$ cat src/rtl/assert_macros.svh
// Assertion macros used by the top level of the Polish expression perturber.
// Define NO_ASSERTIONS to compile every check away.
`ifndef ASSERT_MACROS_SVH
`define ASSERT_MACROS_SVH
`ifndef NO_ASSERTIONS
// Property must hold at every clock edge outside reset.
`define ASSERT_HOLDS(lbl, clk, rst, prop, msg) \
   lbl: assert property (@(posedge clk) disable iff (rst) (prop)) else $error(msg);
// Antecedent implies consequent in the same cycle.
`define ASSERT_IMPLIES(lbl, clk, rst, ante, cons, msg) \
   lbl: assert property (@(posedge clk) disable iff (rst) (ante) |-> (cons)) else $error(msg);
// Antecedent implies consequent in the next cycle.
`define ASSERT_NEXT(lbl, clk, rst, ante, cons, msg) \
   lbl: assert property (@(posedge clk) disable iff (rst) (ante) |=> (cons)) else $error(msg);
`else
`define ASSERT_HOLDS(lbl, clk, rst, prop, msg)
`define ASSERT_IMPLIES(lbl, clk, rst, ante, cons, msg)
`define ASSERT_NEXT(lbl, clk, rst, ante, cons, msg)
`endif
`endif

$ cat src/rtl/pep_pkg.sv
// Package for the Polish expression perturber: item structs, codes, defaults.
// No dependencies.
`timescale 1ns / 1ps
package pep_pkg;
   localparam int MAX_LENGTH_DEF  = 64;
   localparam int RANDOM_BITS_DEF = 16;
   localparam int ELEM_W = 7;
   localparam int POS_W  = 6;
   localparam int RAND_W = 16;
   localparam int LEN_W  = 7;

   typedef enum logic [2:0] {
      CMD_WRITE     = 3'd0,
      CMD_SWAP_OPND = 3'd1,
      CMD_COMPL     = 3'd2,
      CMD_SWAP_ADJ  = 3'd3,
      CMD_READ      = 3'd4
   } cmd_type;

   typedef enum logic [1:0] {
      ST_OK     = 2'd0,
      ST_REJECT = 2'd1,
      ST_NONE   = 2'd2
   } status_type;

   typedef enum logic [3:0] {
      S_IDLE,
      S_RDWAIT,
      S_SCAN1,
      S_PICK,
      S_SCAN2,
      S_DECIDE,
      S_CH_RD,
      S_CH_WR
   } state_type;

   typedef struct packed {
      logic [2:0]        command;
      logic [POS_W-1:0]  position;
      logic [ELEM_W-1:0] element_value;
      logic [RAND_W-1:0] random_first;
      logic [RAND_W-1:0] random_second;
   } req_type;

   typedef struct packed {
      logic [1:0]        status;
      logic [POS_W-1:0]  first_pos;
      logic [POS_W-1:0]  second_pos;
      logic [ELEM_W-1:0] read_value;
   } rsp_type;
endpackage

$ cat src/rtl/pep_ram.sv
// Generic single-port-write, single-port-read RAM with registered read data.
// No dependencies.
`timescale 1ns / 1ps
module pep_ram #(
   parameter int WIDTH = 8,
   parameter int DEPTH = 64
) (
   input  logic                     clock,
   input  logic                     wr_en,
   input  logic [$clog2(DEPTH)-1:0] wr_addr,
   input  logic [WIDTH-1:0]         wr_data,
   input  logic                     rd_en,
   input  logic [$clog2(DEPTH)-1:0] rd_addr,
   output logic [WIDTH-1:0]         rd_data
);
   logic [WIDTH-1:0] mem [DEPTH];

   always_ff @(posedge clock) begin
      if (wr_en) begin
         mem[wr_addr] <= wr_data;
      end
      if (rd_en) begin
         rd_data <= mem[rd_addr];
      end
   end
endmodule

$ cat src/rtl/polish_expression_perturber.sv
// Top level of the Polish expression perturber: command FSM and scan logic.
// Depends on pep_pkg, pep_ram and assert_macros.svh.
`timescale 1ns / 1ps
`include "assert_macros.svh"
// Usage:
//   Input: present a command item on req_item and raise start; the item is
//   taken at an edge where start is high and busy is low. busy stays high
//   while the item is worked on.
//   Result: one result item per command, shown on rsp_item for exactly one
//   cycle with rsp_valid high. The receiver cannot stall; take it or lose it.
//   Configuration: csr_we/csr_wdata write the expression length; write only
//   while busy is low.
//   Steps after acceptance: write and unused commands answer from idle;
//   read waits for the registered memory read data;
//     swap operands / swap adjacent: two passes over the expression
//     memory, one entry per cycle through its single read port, plus a
//     step each for the pick multiply and the decision; only the counting
//     pass runs when no position is eligible;
//     complement chain: the passes, pick and decision, then one read and
//     one write-back per flipped operator; the run ends at an operand or
//     at the end of the expression.
//   Reset: clears the FSM and sets the length to 1. The expression memory is
//   not cleared; entries are undefined until written.
module polish_expression_perturber
   import pep_pkg::*;
#(
   parameter int MAX_LENGTH  = MAX_LENGTH_DEF,
   parameter int RANDOM_BITS = RANDOM_BITS_DEF
) (
   input  logic              clock,
   input  logic              reset,
   input  logic              start,
   output logic              busy,
   input  req_type           req_item,
   output logic              rsp_valid,
   output rsp_type           rsp_item,
   input  logic              csr_we,
   input  logic [LEN_W-1:0]  csr_wdata
);
   localparam int AW = $clog2(MAX_LENGTH);
   localparam int LW = $clog2(MAX_LENGTH + 1);
   localparam int RW = (RANDOM_BITS < RAND_W) ? RANDOM_BITS : RAND_W;

   state_type         state_ff, state_in;
   logic [LEN_W-1:0]  csr_len_ff;
   logic [2:0]        cmd_ff, cmd_in;
   logic [RAND_W-1:0] rnd1_ff, rnd1_in, rnd2_ff, rnd2_in;
   logic [LW-1:0]     len_ff, len_in;
   logic [LW-1:0]     rd_idx_ff, rd_idx_in;
   logic              dv_ff, dv_in;
   logic [AW-1:0]     di_ff, di_in;
   logic [LW-1:0]     cnt_ff, cnt_in, opc_ff, opc_in;
   logic [LW-1:0]     pa_ff, pa_in, pb_ff, pb_in;
   logic [AW-1:0]     fa_ff, fa_in, fb_ff, fb_in;
   logic              found_ff, found_in;
   logic [ELEM_W-1:0] prev_ff, prev_in, prev2_ff, prev2_in;
   logic [ELEM_W-1:0] vi_ff, vi_in, vi1_ff, vi1_in, vim1_ff, vim1_in, vi2_ff, vi2_in;
   logic              ballot_ff, ballot_in;
   logic [LW-1:0]     walk_ff, walk_in;
   logic [AW-1:0]     p2_ff, p2_in;
   logic              rsp_valid_ff, rsp_valid_in;
   rsp_type           rsp_item_ff, rsp_item_in;

   logic              mem_wr_en, mem_rd_en;
   logic [AW-1:0]     mem_wr_addr, mem_rd_addr;
   logic [ELEM_W-1:0] mem_wr_data, mem_rd_data;

   logic [LW-1:0]     eff_len;
   logic [RW+LW-1:0]  prod_a, prod_b;
   logic              cur_op, hit, pos_ok, scan_done, normal;
   logic [AW:0]       fa_next;

   pep_ram #(.WIDTH(ELEM_W), .DEPTH(MAX_LENGTH)) u_store (
      .clock   (clock),
      .wr_en   (mem_wr_en),
      .wr_addr (mem_wr_addr),
      .wr_data (mem_wr_data),
      .rd_en   (mem_rd_en),
      .rd_addr (mem_rd_addr),
      .rd_data (mem_rd_data)
   );

   // Effective length: clamp the register to the store depth.
   assign eff_len = (int'(csr_len_ff) > MAX_LENGTH) ? LW'(MAX_LENGTH) : LW'(csr_len_ff);
   assign pos_ok  = int'(req_item.position) < MAX_LENGTH;

   // Scale the random fractions by the eligible count.
   assign prod_a  = rnd1_ff[RW-1:0] * cnt_ff;
   assign prod_b  = rnd2_ff[RW-1:0] * cnt_ff;

   assign cur_op  = mem_rd_data[ELEM_W-1];
   assign fa_next = {1'b0, fa_ff} + 1'b1;
   assign scan_done = (rd_idx_ff == len_ff) && !dv_ff;

   // Hit for the current scan entry, by move kind.
   always_comb begin
      case (cmd_ff)
         CMD_SWAP_OPND: hit = !cur_op;
         CMD_COMPL:     hit = cur_op;
         CMD_SWAP_ADJ:  hit = (di_ff != '0) && (cur_op != prev_ff[ELEM_W-1]);
         default:       hit = 1'b0;
      endcase
   end

   // Normality for the chosen boundary pair.
   always_comb begin
      if (vi_ff[ELEM_W-1]) begin
         normal = (int'(fa_ff) + 2 < int'(len_ff)) &&
                  !(vi2_ff[ELEM_W-1] && (vi_ff[0] == vi2_ff[0]));
      end else begin
         normal = (fa_ff != '0) &&
                  !(vi1_ff[ELEM_W-1] && vim1_ff[ELEM_W-1] && (vi1_ff[0] == vim1_ff[0]));
      end
   end

   always_comb begin
      state_in     = state_ff;
      cmd_in       = cmd_ff;
      rnd1_in      = rnd1_ff;
      rnd2_in      = rnd2_ff;
      len_in       = len_ff;
      rd_idx_in    = rd_idx_ff;
      dv_in        = 1'b0;
      di_in        = di_ff;
      cnt_in       = cnt_ff;
      opc_in       = opc_ff;
      pa_in        = pa_ff;
      pb_in        = pb_ff;
      fa_in        = fa_ff;
      fb_in        = fb_ff;
      found_in     = found_ff;
      prev_in      = prev_ff;
      prev2_in     = prev2_ff;
      vi_in        = vi_ff;
      vi1_in       = vi1_ff;
      vim1_in      = vim1_ff;
      vi2_in       = vi2_ff;
      ballot_in    = ballot_ff;
      walk_in      = walk_ff;
      p2_in        = p2_ff;
      rsp_valid_in = 1'b0;
      rsp_item_in  = rsp_item_ff;
      mem_wr_en    = 1'b0;
      mem_wr_addr  = AW'(req_item.position);
      mem_wr_data  = req_item.element_value;
      mem_rd_en    = 1'b0;
      mem_rd_addr  = AW'(req_item.position);

      case (state_ff)
         S_IDLE: begin
            if (start) begin
               cmd_in      = req_item.command;
               rnd1_in     = req_item.random_first;
               rnd2_in     = req_item.random_second;
               len_in      = eff_len;
               rd_idx_in   = '0;
               cnt_in      = '0;
               rsp_item_in = '0;
               case (req_item.command)
                  CMD_WRITE: begin
                     mem_wr_en    = pos_ok;
                     rsp_valid_in = 1'b1;
                  end
                  CMD_READ: begin
                     if (pos_ok) begin
                        mem_rd_en = 1'b1;
                        state_in  = S_RDWAIT;
                     end else begin
                        rsp_valid_in = 1'b1;
                     end
                  end
                  CMD_SWAP_OPND, CMD_COMPL, CMD_SWAP_ADJ: begin
                     state_in = S_SCAN1;
                  end
                  default: begin
                     rsp_valid_in = 1'b1;
                  end
               endcase
            end
         end

         S_RDWAIT: begin
            rsp_item_in.read_value = mem_rd_data;
            rsp_valid_in           = 1'b1;
            state_in               = S_IDLE;
         end

         S_SCAN1, S_SCAN2: begin
            // Issue the next read while entries remain.
            if (rd_idx_ff < len_ff) begin
               mem_rd_en   = 1'b1;
               mem_rd_addr = rd_idx_ff[AW-1:0];
               rd_idx_in   = rd_idx_ff + 1'b1;
               dv_in       = 1'b1;
               di_in       = rd_idx_ff[AW-1:0];
            end
            if (dv_ff) begin
               prev_in  = mem_rd_data;
               prev2_in = prev_ff;
               cnt_in   = cnt_ff + LW'(hit);
               opc_in   = opc_ff + LW'(cur_op);
               if (state_ff == S_SCAN2) begin
                  if (hit && (cnt_ff == pa_ff)) begin
                     found_in = 1'b1;
                     if (cmd_ff == CMD_SWAP_ADJ) begin
                        fa_in     = di_ff - 1'b1;
                        vi_in     = prev_ff;
                        vi1_in    = mem_rd_data;
                        vim1_in   = prev2_ff;
                        ballot_in = !cur_op ||
                                    ((2 * (int'(opc_ff) + 1)) < int'(di_ff));
                     end else begin
                        fa_in = di_ff;
                     end
                  end
                  if (hit && (cnt_ff == pb_ff)) begin
                     fb_in = di_ff;
                  end
                  if (found_ff && (int'(di_ff) == int'(fa_ff) + 2)) begin
                     vi2_in = mem_rd_data;
                  end
               end
            end
            if (scan_done) begin
               if (state_ff == S_SCAN1) begin
                  if ((cmd_ff == CMD_SWAP_OPND) ? (cnt_ff < LW'(2)) : (cnt_ff == '0)) begin
                     rsp_item_in.status = ST_NONE;
                     rsp_valid_in       = 1'b1;
                     state_in           = S_IDLE;
                  end else begin
                     state_in = S_PICK;
                  end
               end else begin
                  state_in = S_DECIDE;
               end
            end
         end

         S_PICK: begin
            pa_in     = LW'(prod_a >> RANDOM_BITS);
            pb_in     = LW'(prod_b >> RANDOM_BITS);
            rd_idx_in = '0;
            cnt_in    = '0;
            opc_in    = '0;
            found_in  = 1'b0;
            state_in  = S_SCAN2;
         end

         S_DECIDE: begin
            rsp_item_in.first_pos = POS_W'(fa_ff);
            case (cmd_ff)
               CMD_SWAP_OPND: begin
                  rsp_item_in.second_pos = POS_W'(fb_ff);
                  rsp_item_in.status     = (pa_ff == pb_ff) ? ST_REJECT : ST_OK;
                  rsp_valid_in           = 1'b1;
                  state_in               = S_IDLE;
               end
               CMD_SWAP_ADJ: begin
                  rsp_item_in.second_pos = POS_W'(fa_next);
                  rsp_item_in.status     = (ballot_ff && normal) ? ST_OK : ST_REJECT;
                  rsp_valid_in           = 1'b1;
                  state_in               = S_IDLE;
               end
               default: begin
                  walk_in  = LW'(fa_ff);
                  state_in = S_CH_RD;
               end
            endcase
         end

         S_CH_RD: begin
            if (walk_ff < len_ff) begin
               mem_rd_en   = 1'b1;
               mem_rd_addr = walk_ff[AW-1:0];
               state_in    = S_CH_WR;
            end else begin
               rsp_item_in.second_pos = POS_W'(p2_ff);
               rsp_valid_in           = 1'b1;
               state_in               = S_IDLE;
            end
         end

         S_CH_WR: begin
            if (cur_op) begin
               // Flip the cut direction and write it back.
               mem_wr_en   = 1'b1;
               mem_wr_addr = walk_ff[AW-1:0];
               mem_wr_data = {1'b1, {(ELEM_W-2){1'b0}}, ~mem_rd_data[0]};
               p2_in       = walk_ff[AW-1:0];
               walk_in     = walk_ff + 1'b1;
               state_in    = S_CH_RD;
            end else begin
               rsp_item_in.second_pos = POS_W'(p2_ff);
               rsp_valid_in           = 1'b1;
               state_in               = S_IDLE;
            end
         end

         default: begin
            state_in = S_IDLE;
         end
      endcase
   end

   always_ff @(posedge clock) begin
      if (reset) begin
         state_ff     <= S_IDLE;
         csr_len_ff   <= LEN_W'(1);
         dv_ff        <= 1'b0;
         rsp_valid_ff <= 1'b0;
      end else begin
         state_ff     <= state_in;
         dv_ff        <= dv_in;
         rsp_valid_ff <= rsp_valid_in;
         if (csr_we) begin
            csr_len_ff <= csr_wdata;
         end
      end
   end

   always_ff @(posedge clock) begin
      cmd_ff      <= cmd_in;
      rnd1_ff     <= rnd1_in;
      rnd2_ff     <= rnd2_in;
      len_ff      <= len_in;
      rd_idx_ff   <= rd_idx_in;
      di_ff       <= di_in;
      cnt_ff      <= cnt_in;
      opc_ff      <= opc_in;
      pa_ff       <= pa_in;
      pb_ff       <= pb_in;
      fa_ff       <= fa_in;
      fb_ff       <= fb_in;
      found_ff    <= found_in;
      prev_ff     <= prev_in;
      prev2_ff    <= prev2_in;
      vi_ff       <= vi_in;
      vi1_ff      <= vi1_in;
      vim1_ff     <= vim1_in;
      vi2_ff      <= vi2_in;
      ballot_ff   <= ballot_in;
      walk_ff     <= walk_in;
      p2_ff       <= p2_in;
      rsp_item_ff <= rsp_item_in;
   end

   assign busy      = (state_ff != S_IDLE);
   assign rsp_valid = rsp_valid_ff;
   assign rsp_item  = rsp_item_ff;

   // An accepted item either finishes at once or keeps the block busy.
   `ASSERT_NEXT(a_accept_progress, clock, reset, start && !busy, busy || rsp_valid,
                "accepted item neither busy nor answered")
   // A result leaves the block idle.
   `ASSERT_IMPLIES(a_rsp_idle, clock, reset, rsp_valid, !busy, "result while busy")
   // Scan data only arrives inside a scan pass.
   `ASSERT_IMPLIES(a_scan_data, clock, reset, dv_ff,
                   (state_ff == S_SCAN1) || (state_ff == S_SCAN2),
                   "scan data outside a pass")
   // Chain write-back always stores an operator.
   `ASSERT_IMPLIES(a_chain_wr, clock, reset, mem_wr_en && (state_ff == S_CH_WR),
                   mem_wr_data[ELEM_W-1], "chain wrote an operand")
endmodule

$ cat config.mk
export PLATFORM = sky130hd
export DESIGN_NAME = polish_expression_perturber
export DESIGN_NICKNAME = d
export VERILOG_FILES = /design/src/rtl/pep_pkg.sv /design/src/rtl/pep_ram.sv /design/src/rtl/polish_expression_perturber.sv
export VERILOG_INCLUDE_DIRS = /design/src /design/src/rtl
export SDC_FILE = /design/constraint.sdc
export NUM_CORES = 1
export LEC_CHECK = 0
export BUFFER_PORTS_ARGS = -buffer_cell sky130_fd_sc_hd__buf_2
export CORE_MARGIN = 2
export CORE_UTILIZATION = 50
export DETAILED_ROUTE_END_ITERATION = 10
export PLACE_DENSITY = 0.64
export SLEW_MARGIN = 20
export SYNTH_ARGS = -nofsm -noshare
export SYNTH_HDL_FRONTEND = slang
export SYNTH_SLANG_ARGS = --single-unit
$ cat constraint.sdc
create_clock -name clock -period 8.65 [get_ports clock]
set_input_delay 1.73 -clock clock [delete_from_list [all_inputs] [get_ports clock]]
set_output_delay 1.73 -clock clock [all_outputs]
set_load 0.02 [all_outputs]
# Word-level counts from Yosys, hierarchy flattened
# Memories as Yosys holds them, arrays and structs flattened. A register that Yosys moved wholly into a read port is not among the register bits.
# Index checks and enable logic that the tools add are counted.
[totals]
reg_bits = 186
ram_bits = 448
out_inout_bits = 23
wordCells = 205
mem_count = 1
[mem_list]
columns = ["memory", "words", "word_bits", "read_ports", "rd_ports_with_merged_regs", "wr", "line_no", "rtl"]
rows = [
  ["u_store.mem", 64, 7, 1, 1, 1, "pep_ram.sv:16", "logic [WIDTH-1:0] mem [DEPTH];"],
]
[op_classes]
n_addsub = 8
mul = 2
n_lt_le_gt_ge = 6
n_eq_ne = 36
mux = 68
n_bitwise = 2
reduce_logical = 52
[ops]
columns = ["cell", "count"]
rows = [
  ["2-to-1 mux 7 bit", 8],
  ["multiplier 16 x 7 -> 23 bit", 2],
  ["2-to-1 mux 6 bit", 7],
  ["case mux 7 bit (2 select lines)", 3],
  ["case mux 7 bit (3 select lines)", 2],
  ["case mux 6 bit (2 select lines)", 3],
  ["less-than comparator 32 x 8 -> 1 bit", 1],
  ["== test 7 bit", 4],
  ["2-to-1 mux 1 bit", 24],
  ["case mux 4 bit (6 select lines)", 1],
  ["case mux 6 bit (4 select lines)", 1],
  ["!= test 2 bit, second input constant", 11],
  ["2-to-1 mux 21 bit", 1],
  ["== test 4 x 3 -> 1 bit, second input constant", 4],
  ["AND reduction 4 bit", 4],
  ["adder 7 x 1 -> 7 bit", 2],
  ["adder 7 x 1 -> 7 bit, second input constant", 2],
  ["less-than comparator 7 bit", 2],
  ["AND reduction 2 bit", 7],
  ["== test 3 x 2 -> 1 bit, second input constant", 4],
  ["2-to-1 mux 3 bit", 4],
  ["AND reduction 3 bit", 4],
  ["nonzero test 6 bit", 2],
  ["logical AND 1 bit", 11],
  ["other kinds (39)", 60],
]

# Depth between registers and ports, before layout
[depth]
ltp_word = 9
depth_mapped = 21
depth_no_buf = 19

# Hierarchy
# From an unflattened synthesis, not the netlist that was laid out.
[unflattened]
hier_cells = 2209
hier_area_um2 = 31830.5
[by_module_without_submodules]
columns = ["mod", "n_inst", "cells_per_inst", "area_each_um2", "seq_area_each_um2"]
rows = [
  ["pep_ram", 1, 837, 17743.3, 13663.1],
  ["polish_expression_perturber", 1, 1372, 14087.3, 4534.3],
]

# Least setup slack after synthesis
# Ideal clock, no wire load.
[synth_path]
kind = "flip-flop to flip-flop"
startpoint = "register cnt_ff[4]"
endpoint = "register pb_ff[3], data pin"
setup_ns = 0.255
t_arrival_ns = 4.931
path_slack_ns = 3.464
stages_incl_launch_ff = 20
path_buffers = 2
synth_period_minus_slack_ns = 5.186
cell_sequence = "edfxtp_1 clkbuf_1 clkbuf_1 and2_1 fa_1 fa_1 fa_1 inv_1 fa_1 inv_1 ha_1 a21o_1 a211o_1 a31oi_1 nor2_1 a31oi_1 o21ai_1 and3_1 or3_1 and2_1"
[synth_between]
elab_chain_cells = 1
[synth_lines]
columns = ["element", "line_no", "rtl"]
rows = [
  ["from (decl)", "polish_expression_perturber.sv:52", "logic [LW-1:0] cnt_ff, cnt_in, opc_ff, opc_in;"],
  ["from (signal assigned)", "polish_expression_perturber.sv:328", "cnt_ff <= cnt_in;"],
  ["multiplier 16 x 7 -> 23 bit", "polish_expression_perturber.sv:89", "assign prod_b = rnd2_ff[RW-1:0] * cnt_ff;"],
  ["named net prod_b[19]", "polish_expression_perturber.sv:69", "logic [RW+LW-1:0] prod_a, prod_b;"],
  ["to (signal assigned)", "polish_expression_perturber.sv:331", "pb_ff <= pb_in;"],
  ["to (decl)", "polish_expression_perturber.sv:53", "logic [LW-1:0] pa_ff, pa_in, pb_ff, pb_in;"],
]
# The timed path passes the listed nets, and every way through them passes these cells.
# A chain may end at the register's enable or synchronous reset.

# Worst setup path in the final report
[layout_path]
startpoint = "register cnt_ff[6]"
endpoint = "register pb_ff[3], data pin"
# Same word-level chain as after synthesis.

==> run metrics <==
status=finished, final reports clean; area of the multi-input gates=12100 um2; pwr dens=271 nW/um2; number of global-route vias before repair=between 15k and 20k; remaining antenna violation count=0; cts hold-fix bufs=0; cts repair resizes=0; routability congestion estimate from global placement=0.907; Critical Path AT=about 6.5 ns; Final Skew=0.0228 ns; Worst setup SP type=flip-flop; Net Sw Frac=0.333; Gate power share=0.321; Reg clk slew, reported paths=about 0.060 ns; Register Area=18200 um2; H-tree levels=3; Period Utilization, post-route=0.707; Clock Path Buffers=3; layout cells sized above 1=0.0911; HP Start=prev2_ff[0]; Die Height=255 um; Total GRT Usage=0.231; first-pass GRT wire length=approximately 110000 um; Final Hold Vio Count=0; CTS Root Cell=clkbuf_16; max-slew violations=0; ys async rst share=0; crit end category=flip-flop; nets@finish=~2.8k; Cell Area, Synth=roughly 32000 um2; Leak=13.2 nW; DP Wirelength=~48000 um; Critical Path Fanout Max=36; Layout area overhead=10.7%; RSZ-0062 raised after global routing=no; Syn Area/Cell=approximately 13 um2; TritonRoute pass-1 iters=5; Flop pwr share=0.374; most common cell after layout, fill and taps aside=edfxtp_1; most frequent cells in the layout=edfxtp_1 (598), nand2_1 (227), and2_1 (188); EDFF count, synth=598; initial antenna violation count=1; synthesis warning total=0; FF-to-FF path depth=17; Layout fillers=roughly 5.1k; Main synth FF type=edfxtp_1; cell internal pwr=0.00630 W; Seq cells post-synth=610; max frequency=0.163 GHz; Clk Latency, worst-skew pair=0.62 ns; post-synthesis sequential area ratio=0.577; worst r2r dst=pb_ff[3]; worst hold-check path type=flip-flop to flip-flop; Post-CTS Setup Repair Bufs=0; clock sink total=slightly above 600; PortBufs=between 80 and 90; setup_tns=0 ns; minimum clock period=between 6 and 7 ns; num rows=92; Starting Density=0.502; Worst Path Required=9.02 ns; Max Cap Violations=0; fin worst setup slack=2.53 ns; largest net degree at the start of global routing=approximately 130; routed len/inst=approximately 22 um; Die X=255 um; Worst Hold End=vim1_ff[0]; GRT overflow=0; Routed WL=73900 um; Syn Inst Count=2420; Core Area=~63000 um2; Final setup viols=0; flop-to-flop setup slack=around 2.5 ns; Rel. slew slack=0.239; DRC viols=0; vias per cell=approximately 5.7; Syn Nets=2729; measured slew at the worst slew-check pin=1.13 ns; worst vdd ir=0.165 mV; clock share of power=0.305; dpl ws=between 2 and 3 ns; diode count=0; CTS buffer count=66; CTS tree=yes; full die area=65100 um2; post-synth cell types=65; drt initial violations=1600; via count=~19k; NetSw=0.00314 W; Hold Path Depth=0; FF-to-FF Start=cnt_ff[6]; critical path class=flip-flop to flip-flop; io pins=82
-- Yosys cell counts, types with 13 or more instances --
master    count  area [um2]
edfxtp_1    598       18000
nand2_1     227         852
and2_1      193        1210
inv_1       171         642
a21oi_1     143         716
fa_1        136        2720
nor2_1      126         473
mux2i_1     121        1210
ha_1        114        1430
a221oi_1    113         990
clkbuf_1     62         233
xnor2_1      49         429
buf_2        41         205
nand3_1      35         175
o21ai_0      35         175
xor2_1       27         236
o41ai_1      21         184
nor3_1       19        95.1
nor2b_1      18         113
nand2b_1     13        81.3
nor4_1       13        81.3
-- per-layer routing --
| metal | vias up | routed length (um) | GRT usage |
|---|---|---|---|
| li1 | 8860 | - | - |
| met1 | 9801 | 30700 | 0.307 |
| met2 | 603 | 36700 | 0.387 |
| met3 | 117 | 4480 | 0.0367 |
| met4 | 0 | 2080 | 0.0802 |
| met5 | - | 0 | 0 |
-- per-stage QoR --
stage / std cells / power [W] / util / hold slack, ns / instance area, um2
6_report: 3371 / 0.00944 / 0.556 / 0.426 / 34900
5_1_grt: 3371 / 0.0101 / 0.556 / 0.441 / 34900
4_1_cts: 3371 / 0.00953 / 0.556 / 0.425 / 34900
3_5_place_dp: 3254 / 0.00664 / 0.521 / 0.406 / 32700
3_3_place_gp: 3254 / 0.00652 / 0.521 / 0.407 / 32700
2_1_floorplan: 2420 / 0.00584 / - / 0.400 / 31500
-- cells by family after synthesis --
kind of cell	count (synthesis)	synth area share
AO/OA/AOI/OAI	377	0.0833
AND/OR/NAND/NOR	694	0.109
multiplexers	122	0.0388
XOR/XNOR	76	0.0211
buffers and inverters	291	0.0388
adder cells (fa/ha/maj)	250	0.132
flip-flops	610	0.577
-- power groups by stage --
stage               clock [W]  combinational [W]  sequential (W)
floorplan                   0            0.00229         0.00355
global placement            0            0.00293         0.00359
detailed placement          0            0.00305         0.00360
CTS                   0.00293            0.00307         0.00353
global route          0.00303            0.00350         0.00355
finish                0.00287            0.00303         0.00353
-- worst max path at each step --
stage,startpoint,end,slack [ns]
4_1_cts,cnt_ff[6],pb_ff[3],2.60
3_5_place_dp,cnt_ff[6],pb_ff[3],2.63
5_1_grt,cnt_ff[6],pb_ff[3],2.40
2_1_floorplan,cnt_ff[4],pb_ff[3],3.46
3_3_place_gp,cnt_ff[6],pb_ff[3],2.67
6_report,cnt_ff[6],pb_ff[3],2.53
-- worst max-delay path, cell delays in order, from the launching register on --
cell      delay (ns)
edfxtp_1        1.11
and2_1          0.30
fa_1            0.43
fa_1            0.53
fa_1            0.54
inv_1           0.05
fa_1            0.53
inv_1           0.04
ha_1            0.31
a21o_1          0.19
a211o_1         0.31
a31oi_1         0.16
nor2_1          0.07
a31oi_1         0.47
o21ai_1         0.17
and3_1          0.22
or3_1           0.30
and2_1          0.16
-- registers in the layout, indices dropped and copies added (netlist names), 3 cells and up --
name             flops
u_store.rd_data      7
rd_idx_ff            7
len_ff               7
walk_ff              7
cnt_ff               7
rnd2_ff             16
u_store.mem        448
rnd1_ff             16
rsp_item            21
state_ff             3
pa_ff                7
fa_ff                6
opc_ff               7
cmd_ff               3
di_ff                6
pb_ff                7
fb_ff                6
p2_ff                6
csr_len_ff           7
-- final cells by class --
cell class | count | area share
clock buffers | 79 | 0.0487
clock inverters | 38 | 0.0148
inverters | 171 | 0.0184
multi-input cells | 1519 | 0.348
flip-flops and latches | 610 | 0.521
well taps | 846 | 0.0303
repair buffers | 108 | 0.0181
No activity file was read; power rests on OpenSTA's default activity.
